`config.mk`:
```
export PLATFORM = sky130hd
export DESIGN_NAME = ultrasonic_median3_filter
export DESIGN_NICKNAME = d
export VERILOG_FILES = /design/src/um3_pkg.sv /design/src/um3_window.sv /design/src/um3_lane.sv /design/src/um3_filter.sv /design/src/ultrasonic_median3_filter.sv
export SDC_FILE = /design/constraint.sdc
export NUM_CORES = 1
export LEC_CHECK = 0
export BUFFER_PORTS_ARGS = -buffer_cell sky130_fd_sc_hd__buf_2
export CELL_PAD_IN_SITES_DETAIL_PLACEMENT = 0
export CELL_PAD_IN_SITES_GLOBAL_PLACEMENT = 2
export CORE_ASPECT_RATIO = 0.6
export CORE_UTILIZATION = 40
export CTS_BUF_LIST = sky130_fd_sc_hd__clkbuf_16
export DETAILED_ROUTE_END_ITERATION = 8
export PLACE_DENSITY = 0.88
export SYNTH_ARGS = -nofsm -noshare
export SYNTH_HDL_FRONTEND = slang
export SYNTH_SLANG_ARGS = --single-unit
```
`constraint.sdc`:
```
create_clock -name clk -period 9.2 [get_ports clk]
set_input_delay 0.92 -clock clk [delete_from_list [all_inputs] [get_ports clk]]
set_output_delay 0.92 -clock clk [all_outputs]
set_load 0.01 [all_outputs]
```
`src/um3_pkg.sv`:
```
`timescale 1ns / 1ps
// ----------------------------------------------------------------------------
// um3_pkg: shared constants and types of the median-of-three range filter
// Sensor count, window depth, default distance width and control bundle.
// ----------------------------------------------------------------------------
package um3_pkg;

    // sensor count is fixed by the named ports a..d
    localparam int SENSORS        = 4;
    // window rows per sensor
    localparam int DEPTH          = 3;
    localparam int DIST_BITS_DEF  = 16;
    // result for a sensor with no valid window entry: -1 cm in 1/32 cm
    localparam int INVALID_DIST   = -32;

    // control from the top level to the window store
    typedef struct packed {
        logic accept;   // input beat taken this cycle
        logic advance;  // pending result moves into the output register
    } win_ctrl_t;

endpackage

```
`src/um3_window.sv`:
```
`timescale 1ns / 1ps
// ----------------------------------------------------------------------------
// um3_window: three-deep ring of scans per sensor
// Writes each accepted scan over the oldest row, counts priming scans and
// flags when the stored window holds a scan whose result is still due.
// ----------------------------------------------------------------------------
module um3_window #(
    parameter int DIST_BITS = um3_pkg::DIST_BITS_DEF
) (
    input  logic                 clk,
    input  logic                 rst_n,
    input  um3_pkg::win_ctrl_t   ctrl,
    input  logic [DIST_BITS-1:0] dist_in  [um3_pkg::SENSORS],
    input  logic                 ok_in    [um3_pkg::SENSORS],
    output logic [DIST_BITS-1:0] win_dist [um3_pkg::DEPTH][um3_pkg::SENSORS],
    output logic                 win_ok   [um3_pkg::DEPTH][um3_pkg::SENSORS],
    output logic                 pending
);

    localparam logic [1:0] LAST_SLOT = 2'(um3_pkg::DEPTH - 1);
    localparam logic [1:0] PRIMED    = 2'(um3_pkg::DEPTH);

    logic [DIST_BITS-1:0] dist_reg [um3_pkg::DEPTH][um3_pkg::SENSORS];
    logic                 ok_reg   [um3_pkg::DEPTH][um3_pkg::SENSORS];
    logic [1:0]           slot_reg, slot_next;
    logic [1:0]           prime_reg, prime_next;
    logic                 pending_reg, pending_next;

    always_comb
    begin
        slot_next    = slot_reg;
        prime_next   = prime_reg;
        pending_next = pending_reg;
        if (ctrl.advance)
        begin
            pending_next = 1'b0;
        end
        if (ctrl.accept)
        begin
            slot_next = (slot_reg == LAST_SLOT) ? 2'd0 : slot_reg + 2'd1;
            if (prime_reg == PRIMED)
            begin
                pending_next = 1'b1;
            end
            else
            begin
                prime_next = prime_reg + 2'd1;
            end
        end
    end

    always_ff @(posedge clk or negedge rst_n)
    begin
        if (!rst_n)
        begin
            slot_reg    <= 2'd0;
            prime_reg   <= 2'd0;
            pending_reg <= 1'b0;
            for (int r = 0; r < um3_pkg::DEPTH; r++)
            begin
                for (int s = 0; s < um3_pkg::SENSORS; s++)
                begin
                    ok_reg[r][s] <= 1'b0;
                end
            end
        end
        else
        begin
            slot_reg    <= slot_next;
            prime_reg   <= prime_next;
            pending_reg <= pending_next;
            if (ctrl.accept)
            begin
                for (int s = 0; s < um3_pkg::SENSORS; s++)
                begin
                    ok_reg[slot_reg][s] <= ok_in[s];
                end
            end
        end
    end

    // distances are masked by their flags, no reset needed
    always_ff @(posedge clk)
    begin
        if (ctrl.accept)
        begin
            for (int s = 0; s < um3_pkg::SENSORS; s++)
            begin
                dist_reg[slot_reg][s] <= dist_in[s];
            end
        end
    end

    assign win_dist = dist_reg;
    assign win_ok   = ok_reg;
    assign pending  = pending_reg;

endmodule

```
`src/um3_lane.sv`:
```
`timescale 1ns / 1ps
// ----------------------------------------------------------------------------
// um3_lane: one sensor lane of the range filter
// Takes one sensor's column of the window and hands it to the filter.
// ----------------------------------------------------------------------------
module um3_lane #(
    parameter int DIST_BITS = um3_pkg::DIST_BITS_DEF
) (
    input  logic [DIST_BITS-1:0]        dist_col [um3_pkg::DEPTH],
    input  logic                        ok_col   [um3_pkg::DEPTH],
    output logic signed [DIST_BITS+1:0] filt,
    output logic                        good
);

    um3_filter #(
        .DIST_BITS (DIST_BITS)
    ) u_filter (
        .dist_col (dist_col),
        .ok_col   (ok_col),
        .filt     (filt),
        .good     (good)
    );

endmodule

```
`src/um3_filter.sv`:
```
`timescale 1ns / 1ps
// ----------------------------------------------------------------------------
// um3_filter: filter of one sensor's three-entry window
// Median of three, pair average, single value or invalid, in 1/32 cm.
// ----------------------------------------------------------------------------
module um3_filter #(
    parameter int DIST_BITS = um3_pkg::DIST_BITS_DEF
) (
    input  logic [DIST_BITS-1:0]        dist_col [um3_pkg::DEPTH],
    input  logic                        ok_col   [um3_pkg::DEPTH],
    output logic signed [DIST_BITS+1:0] filt,
    output logic                        good
);

    localparam int OUT_BITS = DIST_BITS + 2;

    logic [DIST_BITS-1:0] m0, m1, m2;
    logic [DIST_BITS:0]   pair_sum;
    logic [DIST_BITS-1:0] lo01, hi01, hi_c, med;
    logic [1:0]           n_ok;
    logic [OUT_BITS-1:0]  res;

    // invalid entries drop out of the sum
    assign m0 = ok_col[0] ? dist_col[0] : '0;
    assign m1 = ok_col[1] ? dist_col[1] : '0;
    assign m2 = ok_col[2] ? dist_col[2] : '0;
    assign pair_sum = {1'b0, m0} + {1'b0, m1} + {1'b0, m2};

    // median = max(min(a,b), min(max(a,b),c))
    assign lo01 = (dist_col[0] < dist_col[1]) ? dist_col[0] : dist_col[1];
    assign hi01 = (dist_col[0] < dist_col[1]) ? dist_col[1] : dist_col[0];
    assign hi_c = (hi01 < dist_col[2]) ? hi01 : dist_col[2];
    assign med  = (lo01 > hi_c) ? lo01 : hi_c;

    assign n_ok = {1'b0, ok_col[0]} + {1'b0, ok_col[1]} + {1'b0, ok_col[2]};

    always_comb
    begin
        case (n_ok)
            2'd0:    res = OUT_BITS'(um3_pkg::INVALID_DIST);
            2'd1:    res = {pair_sum, 1'b0};
            2'd2:    res = {1'b0, pair_sum};
            default: res = {1'b0, med, 1'b0};
        endcase
    end

    assign filt = signed'(res);
    assign good = ok_col[0] | ok_col[1] | ok_col[2];

endmodule

```
`src/ultrasonic_median3_filter.sv`:
```
`timescale 1ns / 1ps
// ----------------------------------------------------------------------------
// ultrasonic_median3_filter: median-of-three filter for four range sensors
// Top level: input handshake, window store, per-sensor filters, result reg.
// ----------------------------------------------------------------------------
// Usage
//   Input channel: in_valid / in_stall carry one scan per beat, a distance
//   (1/16 cm) and a valid flag for each of sensors a..d.
//   Output channel: out_valid / out_stall carry one result beat per scan
//   once the window is primed: filtered distance (1/32 cm, signed) and a
//   good flag per sensor; filt is -32 when good is low.
//   The first three scans after reset only fill the window, no beat out.
//   A taken scan stays pending in the window until the result reg is free.
//   Throughput: one scan per cycle unless stalled; the window registers feed
//   the four filters in parallel, so only the result register sets the pace.
//   Reset: window flags, ring slot, priming count and both valid bits
//   clear; the block then primes again.
//   Stall: a stalled result holds; one more scan can be taken into the
//   window, after that in_stall follows out_stall.
// ----------------------------------------------------------------------------
module ultrasonic_median3_filter #(
    parameter int DIST_BITS = um3_pkg::DIST_BITS_DEF
) (
    input  logic                        clk,
    input  logic                        rst_n,
    input  logic                        in_valid,
    output logic                        in_stall,
    input  logic [DIST_BITS-1:0]        dist_a,
    input  logic [DIST_BITS-1:0]        dist_b,
    input  logic [DIST_BITS-1:0]        dist_c,
    input  logic [DIST_BITS-1:0]        dist_d,
    input  logic                        ok_a,
    input  logic                        ok_b,
    input  logic                        ok_c,
    input  logic                        ok_d,
    output logic                        out_valid,
    input  logic                        out_stall,
    output logic signed [DIST_BITS+1:0] filt_a,
    output logic signed [DIST_BITS+1:0] filt_b,
    output logic signed [DIST_BITS+1:0] filt_c,
    output logic signed [DIST_BITS+1:0] filt_d,
    output logic                        good_a,
    output logic                        good_b,
    output logic                        good_c,
    output logic                        good_d
);

    localparam int OUT_BITS = DIST_BITS + 2;
    localparam logic signed [OUT_BITS-1:0] INVALID = OUT_BITS'(um3_pkg::INVALID_DIST);

    um3_pkg::win_ctrl_t   ctrl;
    logic [DIST_BITS-1:0] dist_in  [um3_pkg::SENSORS];
    logic                 ok_in    [um3_pkg::SENSORS];
    logic [DIST_BITS-1:0] win_dist [um3_pkg::DEPTH][um3_pkg::SENSORS];
    logic                 win_ok   [um3_pkg::DEPTH][um3_pkg::SENSORS];
    logic                 win_pending;
    logic                 out_free;

    logic signed [OUT_BITS-1:0] lane_filt [um3_pkg::SENSORS];
    logic                       lane_good [um3_pkg::SENSORS];

    logic                       out_valid_reg, out_valid_next;
    logic signed [OUT_BITS-1:0] filt_reg [um3_pkg::SENSORS];
    logic                       good_reg [um3_pkg::SENSORS];

    assign dist_in[0] = dist_a;
    assign dist_in[1] = dist_b;
    assign dist_in[2] = dist_c;
    assign dist_in[3] = dist_d;
    assign ok_in[0]   = ok_a;
    assign ok_in[1]   = ok_b;
    assign ok_in[2]   = ok_c;
    assign ok_in[3]   = ok_d;

    // result register empties or hands its beat on this cycle
    assign out_free     = !out_valid_reg || !out_stall;
    // window may be overwritten once its pending result moves on
    assign ctrl.advance = win_pending && out_free;
    assign in_stall     = win_pending && !out_free;
    assign ctrl.accept  = in_valid && !in_stall;

    um3_window #(
        .DIST_BITS (DIST_BITS)
    ) u_window (
        .clk      (clk),
        .rst_n    (rst_n),
        .ctrl     (ctrl),
        .dist_in  (dist_in),
        .ok_in    (ok_in),
        .win_dist (win_dist),
        .win_ok   (win_ok),
        .pending  (win_pending)
    );

    // one filter per sensor, each sees its own column of the window
    for (genvar s = 0; s < um3_pkg::SENSORS; s++)
    begin : g_lane
        logic [DIST_BITS-1:0] col_dist [um3_pkg::DEPTH];
        logic                 col_ok   [um3_pkg::DEPTH];

        for (genvar r = 0; r < um3_pkg::DEPTH; r++)
        begin : g_row
            assign col_dist[r] = win_dist[r][s];
            assign col_ok[r]   = win_ok[r][s];
        end

        um3_lane #(
            .DIST_BITS (DIST_BITS)
        ) u_lane (
            .dist_col (col_dist),
            .ok_col   (col_ok),
            .filt     (lane_filt[s]),
            .good     (lane_good[s])
        );
    end

    always_comb
    begin
        out_valid_next = out_valid_reg;
        if (out_free)
        begin
            out_valid_next = win_pending;
        end
    end

    always_ff @(posedge clk or negedge rst_n)
    begin
        if (!rst_n)
        begin
            out_valid_reg <= 1'b0;
        end
        else
        begin
            out_valid_reg <= out_valid_next;
        end
    end

    always_ff @(posedge clk)
    begin
        if (ctrl.advance)
        begin
            for (int s = 0; s < um3_pkg::SENSORS; s++)
            begin
                filt_reg[s] <= lane_filt[s];
                good_reg[s] <= lane_good[s];
            end
        end
    end

    assign out_valid = out_valid_reg;
    assign filt_a    = filt_reg[0];
    assign filt_b    = filt_reg[1];
    assign filt_c    = filt_reg[2];
    assign filt_d    = filt_reg[3];
    assign good_a    = good_reg[0];
    assign good_b    = good_reg[1];
    assign good_c    = good_reg[2];
    assign good_d    = good_reg[3];

`ifndef ASSERT_OFF
    // input backs up only behind a pending window result
    a_stall_cause: assert property (@(posedge clk) disable iff (!rst_n)
        in_stall |-> (win_pending && out_valid_reg && out_stall))
        else $error("in_stall without a blocked pending result");

    // a pending result reaches an empty output register next cycle
    a_pending_moves: assert property (@(posedge clk) disable iff (!rst_n)
        (win_pending && !out_valid_reg) |=> out_valid_reg)
        else $error("pending result not loaded");

    // taken beat with nothing pending leaves the output empty
    a_drain: assert property (@(posedge clk) disable iff (!rst_n)
        (out_valid_reg && !out_stall && !win_pending) |=> !out_valid_reg)
        else $error("result beat repeated");

    // an invalid sensor result carries the -1 cm marker
    a_invalid_a: assert property (@(posedge clk) disable iff (!rst_n)
        (out_valid_reg && !good_reg[0]) |-> (filt_reg[0] == INVALID))
        else $error("invalid result without marker distance");
`endif

endmodule
```
Yosys cells after proc, flatten, opt, wreduce, memory -nomap -nowiden
Memories as Yosys holds them, arrays and structs flattened.
Index checks and enable logic that the tools add are counted.
{"block": "totals", "output_inout_bits": 78, "wordCells": 158, "n_memories": 2, "mem_bits_rw": 76, "inputBits": 72, "register_bits": 210}
{"name": "filt_reg", "words": 4, "width": 18, "rd": 4, "rd_clocked_by_memory_dff": 0, "wr": 4, "line": "ultrasonic_median3_filter.sv:63", "text": "logic signed [OUT_BITS-1:0] filt_reg [um3_pkg::SENSORS];"}
{"name": "good_reg", "words": 4, "width": 1, "rd": 4, "rd_clocked_by_memory_dff": 0, "wr": 4, "line": "ultrasonic_median3_filter.sv:64", "text": "logic good_reg [um3_pkg::SENSORS];"}
{"block": "classes", "bitwise_logic": 10, "reduce_logical": 14, "n_lt_le_gt_ge": 14, "mux": 62, "eq_ne": 10, "n_addsub": 18}
{"op": "192-bit bitwise mux", "count": 4}
{"op": "64-bit demux with 2-bit select", "count": 4}
{"op": "16-bit 2-to-1 mux", "count": 29}
{"op": "18-bit one-hot mux with 3 select lines", "count": 4}
{"op": "16-bit less-than comparator", "count": 8}
{"op": "16-bit by 16-bit adder with 17-bit output", "count": 4}
{"op": "17-bit by 16-bit adder with 17-bit output", "count": 4}
{"op": "16-bit greater-than comparator", "count": 4}
{"op": "64-bit 2-to-1 mux", "count": 1}
{"op": "12-bit bitwise mux", "count": 4}
{"op": "48-bit 2-to-1 mux", "count": 1}
{"op": "4-bit demux with 2-bit select", "count": 4}
{"op": "32-bit 2-to-1 mux", "count": 1}
{"op": "2-bit == test (second input constant)", "count": 6}
{"op": "1-bit by 1-bit adder with 2-bit output", "count": 4}
{"op": "2-bit by 1-bit adder with 2-bit output", "count": 4}
{"op": "2-bit by 1-bit == test with 1-bit output (second input constant)", "count": 4}
{"op": "2-bit zero test", "count": 4}
{"op": "1-bit OR", "count": 8}
{"op": "1-bit 2-to-1 mux", "count": 6}
{"op": "2-bit by 1-bit adder with 2-bit output (second input constant)", "count": 2}
{"op": "1-bit logical AND", "count": 4}
{"op": "1-bit zero test", "count": 4}
{"op": "2-bit 2-to-1 mux", "count": 2}
{"op": "other kinds (8)", "count": 8}

Logic depth before layout (Yosys ltp)
Gate-level depths: netlist of run 1.
{"block": "logic_depth", "depth_word": 9, "ltp_mapped": 33, "depth_no_buf": 29}

By module
From an unflattened synthesis of run 1, not the netlist that was laid out.
{"block": "hier_totals", "hier_cells": 2301, "area_unflattened_um2": 22902.0}
{"mod": "um3_window", "n_inst": 1, "seq_area_each_um2": 6190.9, "cells_per_inst": 290, "area_each_um2": 6771.5}
{"mod": "um3_filter at g_lane[0].u_lane.u_filter", "n_inst": 1, "seq_area_each_um2": 0.0, "cells_per_inst": 484, "area_each_um2": 3488.3}
{"mod": "um3_filter at g_lane[3].u_lane.u_filter", "n_inst": 1, "seq_area_each_um2": 0.0, "cells_per_inst": 483, "area_each_um2": 3458.3}
{"mod": "um3_filter at g_lane[1].u_lane.u_filter", "n_inst": 1, "seq_area_each_um2": 0.0, "cells_per_inst": 477, "area_each_um2": 3437.0}
{"mod": "um3_filter at g_lane[2].u_lane.u_filter", "n_inst": 1, "seq_area_each_um2": 0.0, "cells_per_inst": 486, "area_each_um2": 3403.3}
{"mod": "ultrasonic_median3_filter", "n_inst": 1, "seq_area_each_um2": 2307.2, "cells_per_inst": 81, "area_each_um2": 2343.5}

Worst setup path before layout of run 1
No wires, ideal clock.
{"block": "synth_timing", "path_kind": "input-to-reg", "start": "input out_stall", "end": "memory filt_reg[0][0] in the netlist's numbering (enable)", "slack_ns": 2.155, "arrival_ns": 6.418, "path_stages": 1, "t_required_ns": 8.574, "cell_sequence": "a21boi_0"}
{"item": "from (decl)", "line": "ultrasonic_median3_filter.sv:37", "text": "input logic out_stall,"}
{"item": "to (decl)", "line": "ultrasonic_median3_filter.sv:63"}

==> impl_metrics.yaml, run 1 <==
detailed_routing:
  detail_route.wirelength.met1_um: 37200
  dr.first_iter.drc_count: 1960
  route.detailed.wl_per_inst_um: 22.2
  topRoutingLayerUsed: "met4"
  dr_wl_met3_um: 6810
  wl_met2_um: 27300
  detail_route.vias_per_cell: 5.65
  dr_total_vias: 18400
  postRouteAntennaNets: 0
  drcViolationCount: 0
  wl_um: 72300
  detail_route.first_pass.iterations: 5
clocking:
  post_cts_buffers: 0
  clock_tree.root_cell: "sky130_fd_sc_hd__clkbuf_16"
  tritoncts_clock_tree: "built"
  cts.reportedPaths.clkPinSlew_ps: 80
  cts_max_path_buffers: 3
  numCtsBuffers: 35
  numClockSinks: 286
  ctsResizeCount: 0
  cts_hold_repair.buffers: 0
  clock_latency_ps: 560
  h-tree-depth: 2
global_routing:
  antenna_found_initial: 1
  grt_start_max_net_pins: 58
  grt_pass1_vias: 17600
  grt_pass1_wl_um: 109000
  grt_overall_usage_pct: 24.9
  grt_remaining_overflow: 0
synth:
  yosys-top-cells-count: "sky130_fd_sc_hd__nand2_1 (321), sky130_fd_sc_hd__inv_1 (270), sky130_fd_sc_hd__edfxtp_1 (268), sky130_fd_sc_hd__ha_1 (245), sky130_fd_sc_hd__o21ai_0 (157)"
  postSynth.asyncResetShare_pct: 6.29
  synth-edff-count: 268
  yosys-mux-area-fraction_pct: 6.42
  syn_area_um2: 22800
  synth_xor_xnor_area_share_pct: 2.04
  synth-simple-area-share_pct: 12.8
  synthTopCellsByArea: "sky130_fd_sc_hd__edfxtp_1 (35%), sky130_fd_sc_hd__ha_1 (13%), sky130_fd_sc_hd__fa_1 (6.3%)"
  yosys_warnings: 0
  synth_top_family_by_area: "adder cells"
  netlist_instances: 2328
  synth_sequential_area_ratio_pct: 37.3
  average_cell_area_after_synthesis_um2: 9.78
  synthAdderAreaFrac_pct: 19.8
  yosysMostFrequentCell: "sky130_fd_sc_hd__nand2_1"
  synth_largest_area_cell: "sky130_fd_sc_hd__edfxtp_1"
  fraction_of_the_mapped_netlist_area_in_compound_gates_pct: 15.7
  syn-num-nets: 2717
  ys_seq_elements: 286
  synth_cell_types: 76
  postSynth.topFlopCell: "sky130_fd_sc_hd__edfxtp_1"
  synth_largest_type_area_fraction_pct: 35.3
sta:
  timing.final.setup_violations: 0
  max_slew.worst_pin.slew_ps: 1250
  finalCritPeriodShare_pct: 91.5
  fmax_ghz: 0.119
  slew-limit-headroom_pct: 16.6
  finalMaxSlewViolations: 0
  report.final.hold_viol_count: 0
  fin_skew_ps: 25.1
  final.setup.tns_ps: 0
  post-route-min-period_ps: 8420
  rsz0062_at_grt: "false"
hold_path:
  hold_removal_path_class: "in -> async"
setup_path:
  r2r_start: "u_window.win_dist[103]"
  cpLargestDelayFamily: "simple AND/OR/NAND/NOR gates"
  worst_setup_path_end_kind: "flop"
  cp.required_ps: 9490
  worst_r2r_path_depth: 24
  crit_path_max_incr_delay_ps: 810
  critical-path-slowest-cell: "sky130_fd_sc_hd__nand3b_1"
  endpoint_of_the_most_critical_register_to_register_path: "filt_reg[1][2]"
  setup.worst_path.class: "reg -> reg"
  ff2ff_setup_slack_ps: 780
  crit_fanout: 26
  cp-start-kind: "flop"
  cp-startpoint: "u_window.win_dist[103]"
  crit_arrival_ps: 8710
  critical_path_buf_inv_count: 1
  path_cells: "inv_1 > ha_1 > nand4_1 > o31ai_1 > a21o_1 > nand3b_1 > mux2_2 > ha_1 > a21o_1 > a21o_1 > a221oi_1 > and3b_1 > o211a_1 > a21oi_1 > or2_2 > o21ai_0 > ha_1 > nand4_1 > or2_2 > nor4_1 > a21oi_1 > nor2_1 > nand2_1 > o221a_2"
floorplan:
  placement_rows: 67
  floorplan_core_area_um2: 56000
  chipHeight_um: 187
  floorplan.initialDensity_pct: 40.7
  fp.dieArea_um2: 57900
  num_io_pins: 150
  chipWidth_um: 310
placement:
  place.detailed.hpwl_um: 54900
  place.gp.congestion: 0.956
  place.port_buffers: 149
final_layout:
  fillerInstances: 5354
  area_added_between_synthesis_and_finish_pct: 12.1
  num-nets-final: 2852
  largest_register_ff_count: 192
  layout-drive-gt1-share_pct: 14.2
run_status:
  outcome: "finished clean"
flow_run:
  maxCapViolations: 0
per-layer routing:
layer	vias to the layer above	track usage [%]
li1	8576	-
met1	8953	41.0
met2	770	32.5
met3	59	5.54
met4	0	4.57
met5	-	0
layout by cell type, fill, tap and decap left out, types with 7 or more instances in the layout:
| master | count |
|---|---|
| sky130_fd_sc_hd__a211o_1 | 9 |
| sky130_fd_sc_hd__o21a_1 | 29 |
| sky130_fd_sc_hd__nor3_1 | 28 |
| sky130_fd_sc_hd__nand3_1 | 22 |
| sky130_fd_sc_hd__o2bb2ai_1 | 9 |
| sky130_fd_sc_hd__xnor2_1 | 21 |
| sky130_fd_sc_hd__dfrtp_1 | 18 |
| sky130_fd_sc_hd__a21o_1 | 58 |
| sky130_fd_sc_hd__a31oi_1 | 7 |
| sky130_fd_sc_hd__clkinv_2 | 9 |
| sky130_fd_sc_hd__fa_1 | 72 |
| sky130_fd_sc_hd__clkbuf_16 | 37 |
| sky130_fd_sc_hd__mux2_2 | 89 |
| sky130_fd_sc_hd__o221ai_1 | 16 |
| sky130_fd_sc_hd__o22ai_1 | 15 |
| sky130_fd_sc_hd__and2_1 | 61 |
| sky130_fd_sc_hd__edfxtp_1 | 268 |
| sky130_fd_sc_hd__ha_1 | 245 |
| sky130_fd_sc_hd__nand4_1 | 26 |
| sky130_fd_sc_hd__xor2_1 | 32 |
| sky130_fd_sc_hd__clkinv_1 | 7 |
| sky130_fd_sc_hd__inv_1 | 269 |
| sky130_fd_sc_hd__buf_2 | 149 |
| sky130_fd_sc_hd__nor2_1 | 103 |
| sky130_fd_sc_hd__a211oi_1 | 30 |
| sky130_fd_sc_hd__nor4_1 | 7 |
| sky130_fd_sc_hd__nand2b_1 | 18 |
| sky130_fd_sc_hd__a22oi_1 | 7 |
| sky130_fd_sc_hd__a21oi_1 | 113 |
| sky130_fd_sc_hd__o21ai_0 | 155 |
| sky130_fd_sc_hd__mux2i_1 | 46 |
| sky130_fd_sc_hd__buf_4 | 24 |
| sky130_fd_sc_hd__or3_1 | 10 |
| sky130_fd_sc_hd__nand2_1 | 321 |
| sky130_fd_sc_hd__nor2b_1 | 15 |
| sky130_fd_sc_hd__or2_2 | 13 |
| sky130_fd_sc_hd__a221o_1 | 7 |
| sky130_fd_sc_hd__o211ai_1 | 14 |
| sky130_fd_sc_hd__o21ai_1 | 8 |
stage by stage:
step / utilization, % / std cells / area [um^2] / setup slack [ps] / hold slack [ps]
6_report: 45.6 / 3251 / 25500 / 780 / 315
5_1_grt: 45.6 / 3249 / 25500 / 257 / 329
4_1_cts: 45.6 / 3248 / 25500 / 925 / 295
3_5_place_dp: 43.5 / 3185 / 24400 / 925 / 478
3_3_place_gp: 43.5 / 3185 / 24400 / 951 / 462
2_1_floorplan: - / 2328 / 22800 / 2160 / 443
how the worst max path moves through the flow:
stage / endpoint / slack [ps] / cells past startpoint
finish: filt_reg[1][2] / 780 / 24
CTS: filt_reg[1][2] / 930 / 24
detailed placement: filt_reg[1][2] / 930 / 23
global placement: filt_reg[1][2] / 950 / 23
global route: filt_reg[1][2] / 260 / 24
floorplan: filt_reg[0][0] / 2160 / 1
final cells by class:
cell class	count	area (um^2)	share of cell area (%)
Timing Repair Buffer	173	926	3.63
Clock buffer	37	926	3.63
Multi-Input combinational cell	1696	13000	50.8
Clock inverter	26	223	0.872
Tap cell	759	950	3.72
Inverter	271	1020	4.00
Antenna cell	3	7.51	0.0294
Sequential cell	286	8500	33.3
cell families after synthesis:
kind of cell,count (synthesis)
compound gates,549
buf+inv,346
fa+ha+maj,317
mux,135
simple gates,642
flops,286
xor+xnor,53
Power of run 1 is left out: the tool's default activity adds up to more than one toggle a clock period on the data nets, which glitch-free logic cannot reach.
==> run 2, diff against run 1 <==
--- a/config.mk
+++ b/config.mk
@@ -12,7 +12,9 @@
 export CORE_UTILIZATION = 40
 export CTS_BUF_LIST = sky130_fd_sc_hd__clkbuf_16
 export DETAILED_ROUTE_END_ITERATION = 8
-export PLACE_DENSITY = 0.88
+export PLACE_DENSITY = 0.87
+export SKIP_CTS_REPAIR_TIMING = 1
+export SKIP_LAST_GASP = 1
 export SYNTH_ARGS = -nofsm -noshare
 export SYNTH_HDL_FRONTEND = slang
 export SYNTH_SLANG_ARGS = --single-unit
==> impl_metrics.yaml, run 2 (synthesis gave the netlist of run 1 again) <==
final_layout:
  most_frequent_standard_cell_in_the_layout_excluding_fill_and_tap_cells: "sky130_fd_sc_hd__nand2_1"
  final_cell_mix: "sky130_fd_sc_hd__nand2_1 (321), sky130_fd_sc_hd__inv_1 (272), sky130_fd_sc_hd__edfxtp_1 (268), sky130_fd_sc_hd__ha_1 (245), sky130_fd_sc_hd__o21ai_0 (155)"
  largest_register_ff_count: 192
  num-nets-final: 2850
  layout-drive-gt1-share_pct: 14.1
  postLayoutCellArea_um2: 25500
  fillerInstances: 5411
  area_added_between_synthesis_and_finish_pct: 12.1
setup_path:
  crit_path_max_incr_delay_ps: 660
  crit_arrival_ps: 9050
  worst_setup_path_end_kind: "flop"
  cp-start-kind: "flop"
  critical_path_buf_inv_count: 3
  critical-path-slowest-cell: "sky130_fd_sc_hd__or4b_2"
  cp.required_ps: 9550
  setup.worst_path.class: "reg -> reg"
  crit_fanout: 27
  cpLargestDelayFamily: "compound AO/OA/AOI/OAI gates"
global_routing:
  grt_start_max_net_pins: 54
  grt_remaining_overflow: 0
  grt_pass1_vias: 17500
  grt_overall_usage_pct: 25.2
  grt_pass1_wl_um: 110000
  antenna_found_initial: 6
clocking:
  cts_max_path_buffers: 3
  cts.reportedPaths.clkPinSlew_ps: 60
  numCtsBuffers: 34
  tritoncts_clock_tree: "built"
  clock_latency_ps: 560
  clock_tree.root_cell: "sky130_fd_sc_hd__clkbuf_16"
  h-tree-depth: 2
  numClockSinks: 286
detailed_routing:
  drcViolationCount: 0
  route.detailed.wl_per_inst_um: 22.3
  postRouteAntennaNets: 0
  detail_route.vias_per_cell: 5.61
  wl_um: 72700
  dr.first_iter.drc_count: 1899
  dr_total_vias: 18200
  detail_route.first_pass.iterations: 6
sta:
  slew-limit-headroom_pct: 21.1
  timing.final.setup_violations: 0
  final.setup.tns_ps: 0
  finalMaxSlewViolations: 0
  fmax_ghz: 0.115
  finalCritPeriodShare_pct: 94.6
  rsz0062_at_grt: "false"
  max_slew.worst_pin.slew_ps: 1180
  post-route-min-period_ps: 8700
  fin_skew_ps: 19.7
  report.final.hold_viol_count: 0
floorplan:
  placement_rows: 67
  chipWidth_um: 310
  chipHeight_um: 187
  fp.dieArea_um2: 57900
  floorplan_core_area_um2: 56000
  floorplan.initialDensity_pct: 40.7
  num_io_pins: 150
placement:
  place.gp.congestion: 0.982
  placement.cell_area_um2: 24400
  place.detailed.hpwl_um: 56400
  place.port_buffers: 149
run_status:
  outcome: "finished clean"
hold_path:
  hold_removal_path_class: "in -> async"
flow_run:
  maxCapViolations: 0
run 2: worst paths after layout:
path,start,end,slack (ps),depth (start not counted)
setup / recovery,u_window.win_dist[89],filt_reg[2][15],500,27
setup reg to reg,u_window.win_dist[89],filt_reg[2][15],500,27
min in group clk,u_window.prime_reg[0],u_window.prime_reg[0],480,1
hold reg to reg,u_window.prime_reg[0],u_window.prime_reg[0],480,1
hold / removal,rst_n,u_window.prime_reg[0],300,1
max in group asynchronous,rst_n,u_window.win_ok[1],8580,1
run 2: per-stage QoR:
| step | hold WS [ps] | cells | util, % | worst slack (ps) |
|---|---|---|---|---|
| after floorplan | 443 | 2328 | - | 2160 |
| after global placement | 461 | 3184 | 43.5 | 1110 |
| after detailed placement | 468 | 3184 | 43.5 | 998 |
| after CTS | 287 | 3246 | 45.6 | 912 |
| after global routing | 314 | 3251 | 45.6 | 306 |
| final | 302 | 3252 | 45.6 | 498 |
run 2: routing by layer:
layer / vias to the layer above / routed length, um / GRT usage, %
li1: 8591 / - / -
met1: 8855 / 38200 / 42.5
met2: 730 / 26500 / 31.1
met3: 69 / 6970 / 5.95
met4: 2 / 1010 / 5.15
met5: - / 11 / 0
run 2: area by class of cell:
cell class	count	area, um^2	area share [%]
Antenna cell	6	15.0	0.0588
Clock buffer	39	976	3.82
Clock inverter	23	179	0.701
Inverter	271	1020	4.00
Multi-Input combinational cell	1696	13000	50.8
Sequential cell	286	8500	33.3
Tap cell	759	950	3.72
Timing Repair Buffer	172	918	3.60
Power of run 2 is left out for the same reason.
